<file path="config.mk">
export PLATFORM = sky130hd
export DESIGN_NAME = lowest_power_channel_ranker_flat
export DESIGN_NICKNAME = d
export VERILOG_FILES = /design/src/hw/rtl/lpcr_pkg.sv /design/src/hw/rtl/lpcr_if.sv /design/src/hw/rtl/lpcr_slot_list.sv /design/src/hw/rtl/lpcr_div.sv /design/src/hw/rtl/lowest_power_channel_ranker.sv /design/src/flat_wrapper.sv
export SDC_FILE = /design/constraint.sdc
export NUM_CORES = 1
export LEC_CHECK = 0
export BUFFER_PORTS_ARGS = -buffer_cell sky130_fd_sc_hd__buf_2
export CELL_PAD_IN_SITES_DETAIL_PLACEMENT = 0
export CELL_PAD_IN_SITES_GLOBAL_PLACEMENT = 1
export CORE_AREA = 2 2 253 255
export DETAILED_ROUTE_END_ITERATION = 6
export DIE_AREA = 0 0 255 257
export PLACE_DENSITY_LB_ADDON = 0.1
export SLEW_MARGIN = 25
export SYNTH_ARGS = -nofsm -noshare
export SYNTH_HDL_FRONTEND = slang
export SYNTH_SLANG_ARGS = --single-unit
</file>
<file path="constraint.sdc">
create_clock -name clk -period 8.64 [get_ports clk]
set_clock_uncertainty 0.2 [all_clocks]
set_input_delay 0.864 -clock clk [delete_from_list [all_inputs] [get_ports clk]]
set_output_delay 0.864 -clock clk [all_outputs]
set_load 0.01 [all_outputs]
</file>
<file path="src/hw/rtl/lpcr_pkg.sv">
// Shared constants, types and sequencer states for the lowest-power channel ranker.
`default_nettype none
package lpcr_pkg;

  localparam int SLOTS     = 8;
  localparam int MAX_ITEMS = 4096;

  localparam int FREQ_W  = 16;
  localparam int POWER_W = 32;
  localparam int RANK_W  = 3;
  localparam int SLOT_W  = (SLOTS > 1) ? $clog2(SLOTS) : 1;
  localparam int CNT_W   = $clog2(MAX_ITEMS + 1);
  localparam int SUM_W   = POWER_W + CNT_W;
  localparam int STEP_W  = $clog2(SUM_W);

  localparam logic [POWER_W-1:0] POWER_EMPTY = '1;

  typedef enum logic [2:0] {
    ST_IDLE,
    ST_SCAN,
    ST_DIV,
    ST_LOAD,
    ST_SEND
  } seq_state_t;

  typedef struct packed {
    logic              start;
    logic              clear;
    logic [SLOT_W-1:0] rd_idx;
  } slot_ctl_t;

  typedef struct packed {
    logic               done;
    logic [FREQ_W-1:0]  rd_freq;
    logic [POWER_W-1:0] rd_pwr;
  } slot_sts_t;

endpackage
`default_nettype wire

</file>
<file path="src/hw/rtl/lpcr_if.sv">
// Valid/ready channel interfaces for candidate and ranked-result transactions.
`default_nettype none
interface lpcr_in_if
  import lpcr_pkg::*;
  ();
  logic               valid;
  logic               ready;
  logic [FREQ_W-1:0]  frequency;
  logic [POWER_W-1:0] noise_power;
  logic               last_item;

  modport source (output valid, frequency, noise_power, last_item, input ready);
  modport sink   (input valid, frequency, noise_power, last_item, output ready);
endinterface

interface lpcr_out_if
  import lpcr_pkg::*;
  ();
  logic               valid;
  logic               ready;
  logic [RANK_W-1:0]  rank;
  logic [FREQ_W-1:0]  ranked_frequency;
  logic [POWER_W-1:0] ranked_power;
  logic [POWER_W-1:0] mean_power;
  logic               last_result;

  modport source (output valid, rank, ranked_frequency, ranked_power, mean_power,
                  last_result, input ready);
  modport sink   (input valid, rank, ranked_frequency, ranked_power, mean_power,
                  last_result, output ready);
endinterface
`default_nettype wire

</file>
<file path="src/hw/rtl/lpcr_slot_list.sv">
// Sorted slot list with one shared compare-and-shift unit stepping over the slots.
`default_nettype none
module lpcr_slot_list
  import lpcr_pkg::*;
(
  input  wire logic               clk,
  input  wire logic               rst_n,
  input  wire slot_ctl_t          ctl,
  input  wire logic [FREQ_W-1:0]  in_freq,
  input  wire logic [POWER_W-1:0] in_pwr,
  output slot_sts_t               sts
);

  logic [POWER_W-1:0] pow_r  [SLOTS];
  logic [FREQ_W-1:0]  freq_r [SLOTS];
  logic [POWER_W-1:0] carry_pwr_r;
  logic [FREQ_W-1:0]  carry_freq_r;
  logic               shift_r;
  logic               busy_r;
  logic [SLOT_W-1:0]  idx_r;

  logic [SLOT_W-1:0]  sel;
  logic [POWER_W-1:0] cur_pwr;
  logic [FREQ_W-1:0]  cur_freq;
  logic               take;
  logic               at_end;

  assign sel      = busy_r ? idx_r : ctl.rd_idx;
  assign cur_pwr  = pow_r[sel];
  assign cur_freq = freq_r[sel];
  // once inserted, every later slot moves down one place
  assign take     = shift_r || (carry_pwr_r < cur_pwr);
  assign at_end   = (idx_r == SLOT_W'(SLOTS - 1));

  assign sts.done    = busy_r && at_end;
  assign sts.rd_freq = cur_freq;
  assign sts.rd_pwr  = cur_pwr;

  always_ff @(posedge clk) begin
    if (!rst_n || ctl.clear) begin
      for (int i = 0; i < SLOTS; i++) begin
        pow_r[i]  <= POWER_EMPTY;
        freq_r[i] <= '0;
      end
    end else if (busy_r && take) begin
      pow_r[idx_r]  <= carry_pwr_r;
      freq_r[idx_r] <= carry_freq_r;
    end
  end

  always_ff @(posedge clk) begin
    if (!rst_n) begin
      busy_r  <= 1'b0;
      shift_r <= 1'b0;
      idx_r   <= '0;
    end else if (ctl.start) begin
      busy_r  <= 1'b1;
      shift_r <= 1'b0;
      idx_r   <= '0;
    end else if (busy_r) begin
      shift_r <= take;
      idx_r   <= idx_r + SLOT_W'(1);
      if (at_end) begin
        busy_r <= 1'b0;
      end
    end
  end

  always_ff @(posedge clk) begin
    if (ctl.start) begin
      carry_pwr_r  <= in_pwr;
      carry_freq_r <= in_freq;
    end else if (busy_r && take) begin
      carry_pwr_r  <= cur_pwr;
      carry_freq_r <= cur_freq;
    end
  end

endmodule
`default_nettype wire

</file>
<file path="src/hw/rtl/lpcr_div.sv">
// Restoring divider, one quotient bit per cycle, for the mean power.
`default_nettype none
module lpcr_div
  import lpcr_pkg::*;
(
  input  wire logic               clk,
  input  wire logic               rst_n,
  input  wire logic               start,
  input  wire logic [SUM_W-1:0]   dividend,
  input  wire logic [CNT_W-1:0]   divisor,
  output logic                    done,
  output logic [POWER_W-1:0]      quotient
);

  logic [SUM_W-1:0]  dq_r;
  logic [CNT_W-1:0]  rem_r;
  logic [CNT_W-1:0]  dvs_r;
  logic [STEP_W-1:0] step_r;
  logic              busy_r;
  logic              done_r;

  logic [CNT_W:0]    trial;
  logic [CNT_W:0]    diff;
  logic              ge;

  assign trial = {rem_r, dq_r[SUM_W-1]};
  assign diff  = trial - {1'b0, dvs_r};
  assign ge    = (trial >= {1'b0, dvs_r});

  assign done     = done_r;
  assign quotient = dq_r[POWER_W-1:0];

  always_ff @(posedge clk) begin
    if (!rst_n) begin
      busy_r <= 1'b0;
      done_r <= 1'b0;
      step_r <= '0;
    end else begin
      done_r <= 1'b0;
      if (start) begin
        busy_r <= 1'b1;
        step_r <= '0;
      end else if (busy_r) begin
        step_r <= step_r + STEP_W'(1);
        if (step_r == STEP_W'(SUM_W - 1)) begin
          busy_r <= 1'b0;
          done_r <= 1'b1;
        end
      end
    end
  end

  always_ff @(posedge clk) begin
    if (start) begin
      dq_r  <= dividend;
      rem_r <= '0;
      dvs_r <= divisor;
    end else if (busy_r) begin
      dq_r  <= {dq_r[SUM_W-2:0], ge};
      rem_r <= ge ? diff[CNT_W-1:0] : trial[CNT_W-1:0];
    end
  end

endmodule
`default_nettype wire

</file>
<file path="src/hw/rtl/lowest_power_channel_ranker.sv">
// Lowest-power channel ranker top level: sequencer, power accumulator and result register.
// A non-final item is accepted, then the shared comparator visits each slot in turn.
// A final item then runs the bit-serial mean divider, then loads and sends each ranked
// result in turn, stalling while the sink is not ready. One item at a time: in_ch.ready
// is low from acceptance until the scan ends (a final item: until its last result is taken).
// Synchronous active-low reset empties the slots, zeroes sum and count, and idles the sequencer.
`default_nettype none
module lowest_power_channel_ranker
  import lpcr_pkg::*;
(
  input  wire logic   clk,
  input  wire logic   rst_n,
  lpcr_in_if.sink     in_ch,
  lpcr_out_if.source  out_ch
);

  seq_state_t state_r, state_nxt;

  logic [SUM_W-1:0]   sum_r;
  logic [CNT_W-1:0]   cnt_r;
  logic               last_r;
  logic [SLOT_W-1:0]  k_r;
  logic [POWER_W-1:0] mean_r;
  logic [RANK_W-1:0]  rank_r;
  logic [FREQ_W-1:0]  rfreq_r;
  logic [POWER_W-1:0] rpwr_r;
  logic               rlast_r;

  slot_ctl_t          slot_ctl;
  slot_sts_t          slot_sts;
  logic               div_start;
  logic               div_done;
  logic [POWER_W-1:0] div_q;

  logic               in_hs;
  logic               out_hs;
  logic               k_end;

  assign in_hs  = in_ch.valid && in_ch.ready;
  assign out_hs = out_ch.valid && out_ch.ready;
  assign k_end  = (k_r == SLOT_W'(SLOTS - 1));

  lpcr_slot_list u_slots (
    .clk     (clk),
    .rst_n   (rst_n),
    .ctl     (slot_ctl),
    .in_freq (in_ch.frequency),
    .in_pwr  (in_ch.noise_power),
    .sts     (slot_sts)
  );

  lpcr_div u_div (
    .clk      (clk),
    .rst_n    (rst_n),
    .start    (div_start),
    .dividend (sum_r),
    .divisor  (cnt_r),
    .done     (div_done),
    .quotient (div_q)
  );

  always_comb begin
    state_nxt = state_r;
    unique case (state_r)
      ST_IDLE: if (in_hs) state_nxt = ST_SCAN;
      ST_SCAN: begin
        if (slot_sts.done) state_nxt = last_r ? ST_DIV : ST_IDLE;
      end
      ST_DIV:  if (div_done) state_nxt = ST_LOAD;
      ST_LOAD: state_nxt = ST_SEND;
      ST_SEND: begin
        if (out_hs) state_nxt = k_end ? ST_IDLE : ST_LOAD;
      end
      default: state_nxt = ST_IDLE;
    endcase
  end

  always_comb begin
    in_ch.ready     = (state_r == ST_IDLE);
    out_ch.valid    = (state_r == ST_SEND);
    slot_ctl.start  = in_hs;
    slot_ctl.clear  = (state_r == ST_SEND) && out_hs && k_end;
    slot_ctl.rd_idx = k_r;
    div_start       = (state_r == ST_SCAN) && slot_sts.done && last_r;
  end

  always_ff @(posedge clk) begin
    if (!rst_n) begin
      state_r <= ST_IDLE;
      sum_r   <= '0;
      cnt_r   <= '0;
      k_r     <= '0;
    end else begin
      state_r <= state_nxt;
      if (slot_ctl.clear) begin
        sum_r <= '0;
        cnt_r <= '0;
      end else if (in_hs && (cnt_r < CNT_W'(MAX_ITEMS))) begin
        sum_r <= sum_r + SUM_W'(in_ch.noise_power);
        cnt_r <= cnt_r + CNT_W'(1);
      end
      if (div_done) begin
        k_r <= '0;
      end else if (out_hs) begin
        k_r <= k_r + SLOT_W'(1);
      end
    end
  end

  always_ff @(posedge clk) begin
    if (in_hs) begin
      last_r <= in_ch.last_item;
    end
    if (div_done) begin
      mean_r <= (cnt_r == '0) ? '0 : div_q;
    end
    if (state_r == ST_LOAD) begin
      rank_r  <= RANK_W'(k_r);
      rfreq_r <= slot_sts.rd_freq;
      rpwr_r  <= slot_sts.rd_pwr;
      rlast_r <= k_end;
    end
  end

  assign out_ch.rank             = rank_r;
  assign out_ch.ranked_frequency = rfreq_r;
  assign out_ch.ranked_power     = rpwr_r;
  assign out_ch.mean_power       = mean_r;
  assign out_ch.last_result      = rlast_r;

endmodule
`default_nettype wire

</file>
<file path="src/flat_wrapper.sv">
// flat-port wrapper written by rule: the top's interface ports become plain ports
module lowest_power_channel_ranker_flat import lpcr_pkg::*;
  (clk, rst_n, in_ch_valid, in_ch_frequency, in_ch_noise_power, in_ch_last_item, in_ch_ready, out_ch_valid, out_ch_rank, out_ch_ranked_frequency, out_ch_ranked_power, out_ch_mean_power, out_ch_last_result, out_ch_ready);
  lpcr_in_if in_ch_i ();
  lpcr_out_if out_ch_i ();
  input  wire logic clk;
  input  wire logic rst_n;
  input wire logic [$bits(in_ch_i.valid)-1:0] in_ch_valid;
  input wire logic [$bits(in_ch_i.frequency)-1:0] in_ch_frequency;
  input wire logic [$bits(in_ch_i.noise_power)-1:0] in_ch_noise_power;
  input wire logic [$bits(in_ch_i.last_item)-1:0] in_ch_last_item;
  output wire logic [$bits(in_ch_i.ready)-1:0] in_ch_ready;
  output wire logic [$bits(out_ch_i.valid)-1:0] out_ch_valid;
  output wire logic [$bits(out_ch_i.rank)-1:0] out_ch_rank;
  output wire logic [$bits(out_ch_i.ranked_frequency)-1:0] out_ch_ranked_frequency;
  output wire logic [$bits(out_ch_i.ranked_power)-1:0] out_ch_ranked_power;
  output wire logic [$bits(out_ch_i.mean_power)-1:0] out_ch_mean_power;
  output wire logic [$bits(out_ch_i.last_result)-1:0] out_ch_last_result;
  input wire logic [$bits(out_ch_i.ready)-1:0] out_ch_ready;
  assign in_ch_i.valid = in_ch_valid;
  assign in_ch_i.frequency = in_ch_frequency;
  assign in_ch_i.noise_power = in_ch_noise_power;
  assign in_ch_i.last_item = in_ch_last_item;
  assign in_ch_ready = in_ch_i.ready;
  assign out_ch_valid = out_ch_i.valid;
  assign out_ch_rank = out_ch_i.rank;
  assign out_ch_ranked_frequency = out_ch_i.ranked_frequency;
  assign out_ch_ranked_power = out_ch_i.ranked_power;
  assign out_ch_mean_power = out_ch_i.mean_power;
  assign out_ch_last_result = out_ch_i.last_result;
  assign out_ch_i.ready = out_ch_ready;
  lowest_power_channel_ranker u_core (.clk(clk), .rst_n(rst_n), .in_ch(in_ch_i), .out_ch(out_ch_i));
endmodule
</file>
## Yosys cells after proc, flatten, opt, wreduce, memory -nomap -nowiden

Memories as Yosys holds them, arrays and structs flattened.
Cells that the tools add are included.

| word-level totals | value |
|---|---|
| bits in registers | 281 |
| RAM bits | 384 |
| input bits | 53 |
| memories kept | 2 |

Memory list:

| memory | depth | width | rd ports | clocked after memory_dff | wr ports | line | RTL |
|---|---|---|---|---|---|---|---|
| u_core.u_slots.pow_r | 8 | 32 | 1 | 0 | 8 | lpcr_slot_list.sv:14 | `logic [POWER_W-1:0] pow_r [SLOTS];` |
| u_core.u_slots.freq_r | 8 | 16 | 1 | 0 | 8 | lpcr_slot_list.sv:15 | `logic [FREQ_W-1:0] freq_r [SLOTS];` |

| operators by class | value |
|---|---|
| add/subtract/negate cells | 6 |
| $lt $le $gt $ge | 3 |
| eq/ne operators | 11 |
| mux-type cells | 33 |
| bitwise logic cells | 2 |
| reductions and logical operators | 24 |

Operators by type and width:

| cell | number |
|---|---|
| 2-to-1 mux 32 bit | 3 |
| 2-to-1 mux 45 bit | 2 |
| 2-to-1 mux 16 bit | 3 |
| adder 45 x 32 -> 45 bit | 1 |
| < comparator 32 bit | 1 |
| OR reduction 32 bit | 1 |
| 2-to-1 mux 3 bit | 7 |
| OR reduction 16 bit | 1 |
| one-hot mux 3 bit (5 select lines) | 1 |
| greater-or-equal comparator 14 x 13 -> 1 bit | 1 |
| 2-to-1 mux 1 bit | 14 |
| adder 13 x 1 -> 13 bit, second input constant | 1 |
| logical NOT 13 bit | 1 |
| < comparator 13 bit, second input constant | 1 |
| 2-to-1 mux 13 bit | 1 |
| subtractor 13 bit | 1 |
| equality test 3 bit, second input constant | 3 |
| logical AND 1 bit | 9 |
| OR reduction 2 bit | 4 |
| adder 3 x 1 -> 3 bit, second input constant | 2 |
| adder 6 x 1 -> 6 bit, second input constant | 1 |
| equality test 3 x 2 -> 1 bit, second input constant | 2 |
| equality test 6 bit, second input constant | 1 |
| inequality test 2 bit, second input constant | 3 |
| other kinds (10) | 14 |

## Depth between registers and ports, before layout

Gate-level depths: netlist of the first run.
An unclocked memory read counts as a cell.

| depth | value |
|---|---|
| word-level depth | 10 |
| mapped depth | 18 |

## Hierarchy

Synthesis of the first run repeated with hierarchy kept, for this count alone.

| second synthesis, totals | value |
|---|---|
| cells, all modules | 2415 |
| area, all modules | 32561.2 sq um |

By module, submodules not included:

| module | times used | cells each | area each (sq um) | seq. area each (sq um) |
|---|---|---|---|---|
| lpcr_slot_list | 1 | 1391 | 21302.9 | 13072.5 |
| lowest_power_channel_ranker | 1 | 679 | 7100.6 | 3833.7 |
| lpcr_div | 1 | 345 | 4157.7 | 2162.1 |

## Worst setup path before layout of the first run

OpenSTA, ideal clock, no wires.

| timing path | value |
|---|---|
| path type | register to register |
| start point | register u_core.u_slots.busy_r |
| end point | memory u_core.u_slots.freq_r[5][0] (enable) |
| setup time | 413 ps |
| data arrival time | 5361 ps |
| data required time | 8027 ps |
| setup slack | 2666 ps |
| stages on the path, launching flop included | 17 |
| path buffers | 4 |
| period minus slack after synthesis | 5974 ps |
| cell sequence | dfxtp_1 > buf_2 > mux2i_4 > buf_1 > buf_2 > mux4_2 > mux2i_1 > ha_1 > a21o_1 > a21o_1 > a21o_1 > a211oi_1 > o21ai_0 > a221oi_4 > and4_1 > buf_2 > nand2b_1 |

RTL lines:

| what | line | RTL |
|---|---|---|
| start, declared | lpcr_slot_list.sv:19 | `logic busy_r;` |
| start signal, assigned | lpcr_slot_list.sv:53 | `busy_r <= 1'b0;` |
| start signal, assigned | lpcr_slot_list.sv:57 | `busy_r <= 1'b1;` |
| start signal, assigned | lpcr_slot_list.sv:64 | `busy_r <= 1'b0;` |
| end, declared | lpcr_slot_list.sv:15 |  |

==> results.json, run 1 <==
{
  "antenna_found_initial": 1,
  "layout.cells.non_filler": 3443,
  "clock_path_buffers": 3,
  "cts_made_buffers": 73,
  "ys_seq_elements": 665,
  "dp_hpwl_um": 49300,
  "globalplace.congestion": 0.855,
  "cts.htree.levels": 3,
  "p_leak_nw": 12.1,
  "drc": 0,
  "critPathSlowestCell": "mux2i_4",
  "totalPowerFinal_mw": 7.53,
  "die-area_um2": 65500,
  "slew_viol_final": 0,
  "postCtsHoldBufs": 0,
  "via_per_inst": 5.63,
  "critPathKind": "reg2reg",
  "hp-start": "u_core.sum_r[2]",
  "r2r_cells": 14,
  "min_to": "u_core.sum_r[2]",
  "worstSetupStartpoint": "u_core.u_slots.busy_r",
  "worstPathCellList": "mux2i_4 > buf_4 > mux4_2 > mux2i_1 > ha_1 > and4b_1 > nand3_1 > nor3_1 > nand2_1 > nor3_1 > a221oi_4 > and4_2 > nand2b_2 > buf_4",
  "pwr-share-clk_pct": 40.1,
  "place_area_um2": 32700,
  "drt_first_pass_iters": 5,
  "clk_latency_ns": 0.61,
  "fill_cells": 5217,
  "cts.repair.resized": 0,
  "setup_tns_ns": 0,
  "avgRoutedWirePerCell_um": 22.6,
  "dieWidth_um": 255,
  "ff2ff_setup_slack_ns": 2.34,
  "stdcell_area_um2": 35100,
  "hold_depth": 2,
  "die_y_um": 257,
  "ir_drop_v": 0.000150,
  "num_rows": 92,
  "syn_inst": 2418,
  "finalCriticalPeriod_ns": 6.30,
  "timing.slew.headroom_pct": 33.6,
  "yosysSeqAreaShare_pct": 61.1,
  "drive_gt1_share_pct": 16.7,
  "power_frac_seq_pct": 49.6,
  "crit_fanout": 27,
  "internal_power_mw": 5.66,
  "antenna_cells": 0,
  "synth_area_per_cell_um2": 12.9,
  "hold_path_class": "reg2reg",
  "synth_ff_type": "edfxtp_1",
  "grt_max_degree": 65,
  "seq_area_um2": 19100,
  "p_switching_mw": 1.86,
  "fin_nets": 2679,
  "yosysUniqueCellTypes": 69,
  "yosys_warnings": 0,
  "outcome": "finished, final reports clean",
  "fmax_mhz": 159,
  "reg2reg_to": "u_core.u_slots.freq_r[5][1]",
  "initial_core_util_pct": 49.7,
  "crit_path_start_kind": "flop",
  "place_inst": 3311,
  "tightest_slew_ns": 0.995,
  "post-place-ws_ns": 1.96,
  "multiInputGateArea_um2": 11300,
  "reg2reg_from": "u_core.u_slots.busy_r",
  "rsz0062_at_grt": "false",
  "io_pins": 139,
  "synth_edf_count": 575,
  "netSwitchingFraction_pct": 24.8,
  "post-cts-setup-buffers": 0,
  "worst-path-buf-inv": 2,
  "port_buffers": 138,
  "cp_data_arrival_time_ns": 6.44,
  "async_reset_ff_share_pct": 0,
  "final_util_pct": 55.9,
  "first_global_vias": 19500,
  "setup_viol": 0,
  "cts_tree": "done",
  "wl_um": 77800,
  "drtIter0Drc": 1408,
  "clock-sinks": 665,
  "slowest_delay_ns": 0.89,
  "power_density_nw_per_um2": 215,
  "area_delta_synth_final_pct": 12.4,
  "cp.depth": 14,
  "grt_pass1_wl_um": 119000,
  "cts_root_buf": "clkbuf_16",
  "cp.required_ns": 8.78,
  "synth.cell_area_um2": 31200,
  "grt_overflow": 0,
  "finalCritPeriodShare_pct": 72.9,
  "finalHoldViolations": 0,
  "coreArea_um2": 62700,
  "cpLargestDelayFamily": "simple AND/OR/NAND/NOR gates",
  "postRouteAntennaNets": 0,
  "track_usage_pct": 24.1,
  "fin_ws_ns": 2.34,
  "vias": 19400,
  "p_comb_share_pct": 10.3,
  "cts.clk_slew.worst_paths_ns": 0.06,
  "worst_hold_slack_ns": 0.274,
  "synth_nets": 2557,
  "endpoint_kind": "flop",
  "cap_violations": 0
}
## state kept, by name, summed over array words and instances, names as in the netlist, 16 cells and up
name and count:
u_core.u_slots.freq_r 128, u_core.u_slots.carry_freq_r 16, u_core.u_slots.carry_pwr_r 32, u_core.out_ch.ranked_frequency 16, u_core.out_ch.ranked_power 32, u_core.u_div.dq_r 45, u_core.u_slots.pow_r 256, u_core.out_ch.mean_power 32
u_core.sum_r 45
## worst max-delay path by stage
| stage | to |
|---|---|
| after detailed placement | u_core.u_slots.freq_r[5][5] |
| final | u_core.u_slots.freq_r[5][1] |
| after CTS | u_core.u_slots.freq_r[5][3] |
| after global placement | u_core.u_slots.freq_r[5][2] |
| after global routing | u_core.u_slots.pow_r[5][30] |
| after floorplan | u_core.u_slots.freq_r[5][0] |
## layout make-up
type	count	share of cell area, %
inverter	70	0.750
clock buffer	101	5.84
multi-input combinational	1552	32.3
clock inverter	31	0.725
timing repair buffer	178	2.93
sequential	665	54.4
tap	846	3.02
## layer usage
| layer | share of wire [%] | up-vias | GRT usage, % |
|---|---|---|---|
| met4 | 1.9 | 2 | 6.47 |
| met3 | 4.9 | 96 | 3.51 |
| met2 | 48 | 454 | 39.0 |
| met5 | 0.0090 | - | 0 |
| met1 | 45 | 9805 | 34.2 |
| li1 | - | 9039 | - |
## power groups by stage
stage	Combinational [mW]	Clock [mW]	Sequential [mW]
final	0.774	3.02	3.74
after global routing	0.854	3.21	3.75
after CTS	0.778	3.07	3.74
after detailed placement	0.773	0	3.80
after global placement	0.764	0	3.80
after floorplan	0.563	0	3.75
## cell usage after synthesis, types with 5 or more instances
cell type | count | area share (%)
nand2b_1 | 277 | 5.6
nor3_1 | 23 | 0.37
o211ai_1 | 7 | 0.17
xnor2_1 | 29 | 0.81
or2_2 | 5 | 0.10
nand2_1 | 215 | 2.6
o21ai_0 | 48 | 0.77
buf_2 | 40 | 0.64
buf_1 | 18 | 0.22
buf_4 | 15 | 0.36
a211oi_1 | 7 | 0.17
edfxtp_1 | 575 | 55
nor2_1 | 151 | 1.8
nor4_1 | 7 | 0.14
ha_1 | 84 | 3.4
dfxtp_1 | 90 | 5.8
o41ai_1 | 5 | 0.14
nand4_1 | 28 | 0.56
mux2i_1 | 52 | 1.7
nor2b_1 | 12 | 0.24
and2_1 | 167 | 3.3
and3_1 | 23 | 0.46
o21a_1 | 5 | 0.12
and4_1 | 5 | 0.14
a21oi_1 | 126 | 2.0
a21o_1 | 23 | 0.55
o21bai_1 | 7 | 0.17
mux2_2 | 17 | 0.61
xor2_1 | 18 | 0.51
nand3_1 | 35 | 0.56
clkbuf_1 | 57 | 0.69
inv_1 | 69 | 0.83
a31oi_1 | 10 | 0.20
mux4_2 | 94 | 6.8
or3_1 | 13 | 0.26
## logic make-up after synthesis
group	count (synthesis)	share of synthesized area, %
AND/OR/NAND/NOR	975	16.5
buffers and inverters	201	2.78
multiplexers	164	9.14
XOR/XNOR	47	1.32
flip-flops	665	61.1
AO/OA/AOI/OAI	280	5.60
adder cells (fa/ha/maj)	86	3.50
## worst reg2reg max path: cells and delay by family, from the launching register on
kind	cells	cell delay, ns
compound gates	1	0.16
mux	3	1.55
fa+ha+maj	1	0.19
buf+inv	2	0.91
simple gates	7	2.29
flops	1	0.73
## cells in the final DEF, fill, tap and decap left out, types with 48 or more instances in the layout
master and instances:
o21ai_0 48, nand2b_1 269, and2_1 166, mux2i_1 50, nand2_1 212, nor2_1 151
inv_1 68, dfxtp_1 88, ha_1 84, clkbuf_16 76, buf_2 138, a21oi_1 126
mux4_2 94, edfxtp_1 575
Power figures use the tool's default switching activity.
==> run 2: changes to the inputs <==
==> constraint.sdc (replaced) <==
create_clock -name clk -period 6 [get_ports clk]
set_clock_uncertainty 0.2 [all_clocks]
set_input_delay 0.6 -clock clk [delete_from_list [all_inputs] [get_ports clk]]
set_output_delay 0.6 -clock clk [all_outputs]
set_load 0.01 [all_outputs]
==> run 2 against run 1 <==
Against the previous run: die area unchanged; hold slack got worse by 0.17 ns; sequential cell count unchanged; critical path depth unchanged; register-to-register slack got worse by 1.8 ns; sequential power increased by 43%; fmax increased by 15%; via count increased by 0.16%; combinational power increased by 47%.
==> results.json, run 2 (synthesis results as in run 1) <==
{
  "outcome": "finished, final reports clean",
  "avgRoutedWirePerCell_um": 22.5,
  "setup_tns_ns": 0,
  "globalplace.congestion": 0.836,
  "clock_path_buffers": 3,
  "tightest_slew_ns": 1.01,
  "postRouteAntennaNets": 0,
  "cts_made_buffers": 75,
  "cts_tree": "done",
  "coreArea_um2": 62700,
  "hold_depth": 3,
  "num_rows": 92,
  "via_per_inst": 5.61,
  "finalCritPeriodShare_pct": 91.4,
  "drc": 0,
  "cp_data_arrival_time_ns": 5.62,
  "final_util_pct": 56.3,
  "antenna_found_initial": 1,
  "finalCriticalPeriod_ns": 5.48,
  "die_y_um": 257,
  "crit_fanout": 57,
  "totalPowerFinal_mw": 10.9,
  "crit_path_start_kind": "flop",
  "dieWidth_um": 255,
  "initial_core_util_pct": 49.7,
  "ir_drop_v": 0.000216,
  "rsz0062_at_grt": "false",
  "clk_latency_ns": 0.60,
  "fmax_mhz": 182,
  "dp_hpwl_um": 47900,
  "cts.repair.resized": 0,
  "cap_violations": 0,
  "fin_nets": 2699,
  "met1_length_um": 34800,
  "timing.slew.headroom_pct": 32.4,
  "slowest_delay_ns": 0.63,
  "finalHoldViolations": 0,
  "drtIter0Drc": 1613,
  "hold_path_class": "in2reg",
  "grt_max_degree": 65,
  "place_inst": 3328,
  "power_density_nw_per_um2": 309,
  "drt_first_pass_iters": 5,
  "place_area_um2": 33000,
  "endpoint_kind": "flop",
  "post-place-ws_ns": 0.636,
  "grt_overflow": 0,
  "fill_cells": 5192,
  "layout_common_cells": "edfxtp_1, nand2b_1, nand2_1",
  "layout.cells.most_common": "edfxtp_1",
  "r2r_cells": 14,
  "area_delta_synth_final_pct": 13.3,
  "postCtsHoldBufs": 1,
  "reg2reg_from": "u_core.u_slots.busy_r",
  "fin_ws_ns": 0.519,
  "drive_gt1_share_pct": 17.0,
  "wl_um": 77900,
  "highest_layer": "met4",
  "cts_root_buf": "clkbuf_16",
  "die-area_um2": 65500,
  "hp-start": "in_ch_frequency[5]",
  "worst_hold_slack_ns": 0.104,
  "setup_viol": 0,
  "critPathKind": "reg2reg",
  "slew_viol_final": 0,
  "dr_wl_met3_um": 4420,
  "cts.clk_slew.worst_paths_ns": 0.06,
  "worstPathCellList": "buf_4 > mux2i_4 > buf_12 > mux4_2 > mux2i_1 > ha_1 > nand4_1 > nor3_1 > nand2_1 > nor3_1 > a221oi_4 > and3_2 > nand2b_2 > buf_12",
  "seq_area_um2": 19100,
  "port_buffers": 138,
  "first_global_vias": 19500,
  "clock-sinks": 665,
  "critPathSlowestCell": "mux2i_1",
  "antenna_cells": 0,
  "post-cts-setup-buffers": 0,
  "p_leak_nw": 12.3,
  "cp.required_ns": 6.14,
  "worstSetupStartpoint": "u_core.u_slots.busy_r",
  "reg.largest.list": "u_core.u_slots.pow_r x256, u_core.u_slots.freq_r x128",
  "io_pins": 139,
  "layout.cells.non_filler": 3466,
  "vias": 19400,
  "track_usage_pct": 24.1,
  "max_flop_register": "u_core.u_slots.pow_r",
  "stdcell_area_um2": 35300,
  "wl_met2_um": 37400,
  "cts.htree.levels": 3,
  "multiInputGateArea_um2": 11300,
  "grt_pass1_wl_um": 118000,
  "largest_reg_flops": 256
}
-- run 2: path summary, 6_finish.rpt --
kind,end,slack [ns]
worst min register to register,u_core.sum_r[3],0.27
worst min-delay path,u_core.u_slots.carry_freq_r[5],0.10
worst max register to register,u_core.u_slots.pow_r[0][27],0.52
worst max-delay path,u_core.u_slots.pow_r[0][27],0.52
-- run 2: final cells by class --
| type | count | share of cell area [%] |
|---|---|---|
| Sequential cell | 665 | 54.0 |
| Timing Repair Buffer | 196 | 3.58 |
| Inverter | 70 | 0.743 |
| Clock buffer | 99 | 5.71 |
| Clock inverter | 38 | 0.949 |
| Tap cell | 846 | 2.99 |
| Multi-Input combinational cell | 1552 | 32.1 |
-- run 2: critical path, delay by kind of cell (launching register included) --
family,cells,cell delay [ns]
AOI/OAI and AO/OA,1,0.17
adders and majority gates,1,0.25
buffers and inverters,3,1.00
DFF,1,0.39
muxes,3,1.44
and+or+nand+nor,6,1.70
-- run 2: report_power, final --
group / total [mW] / switching [mW] / internal (mW)
sequential: 5.36 / 0.165 / 5.20
clock: 4.43 / 1.80 / 2.63
combinational: 1.14 / 0.685 / 0.450
-- run 2: metal layers --
metal	vias up	track usage, %
met5	-	0
met4	0	5.78
met3	80	3.36
met2	534	39.2
met1	9743	34.3
li1	9070	-
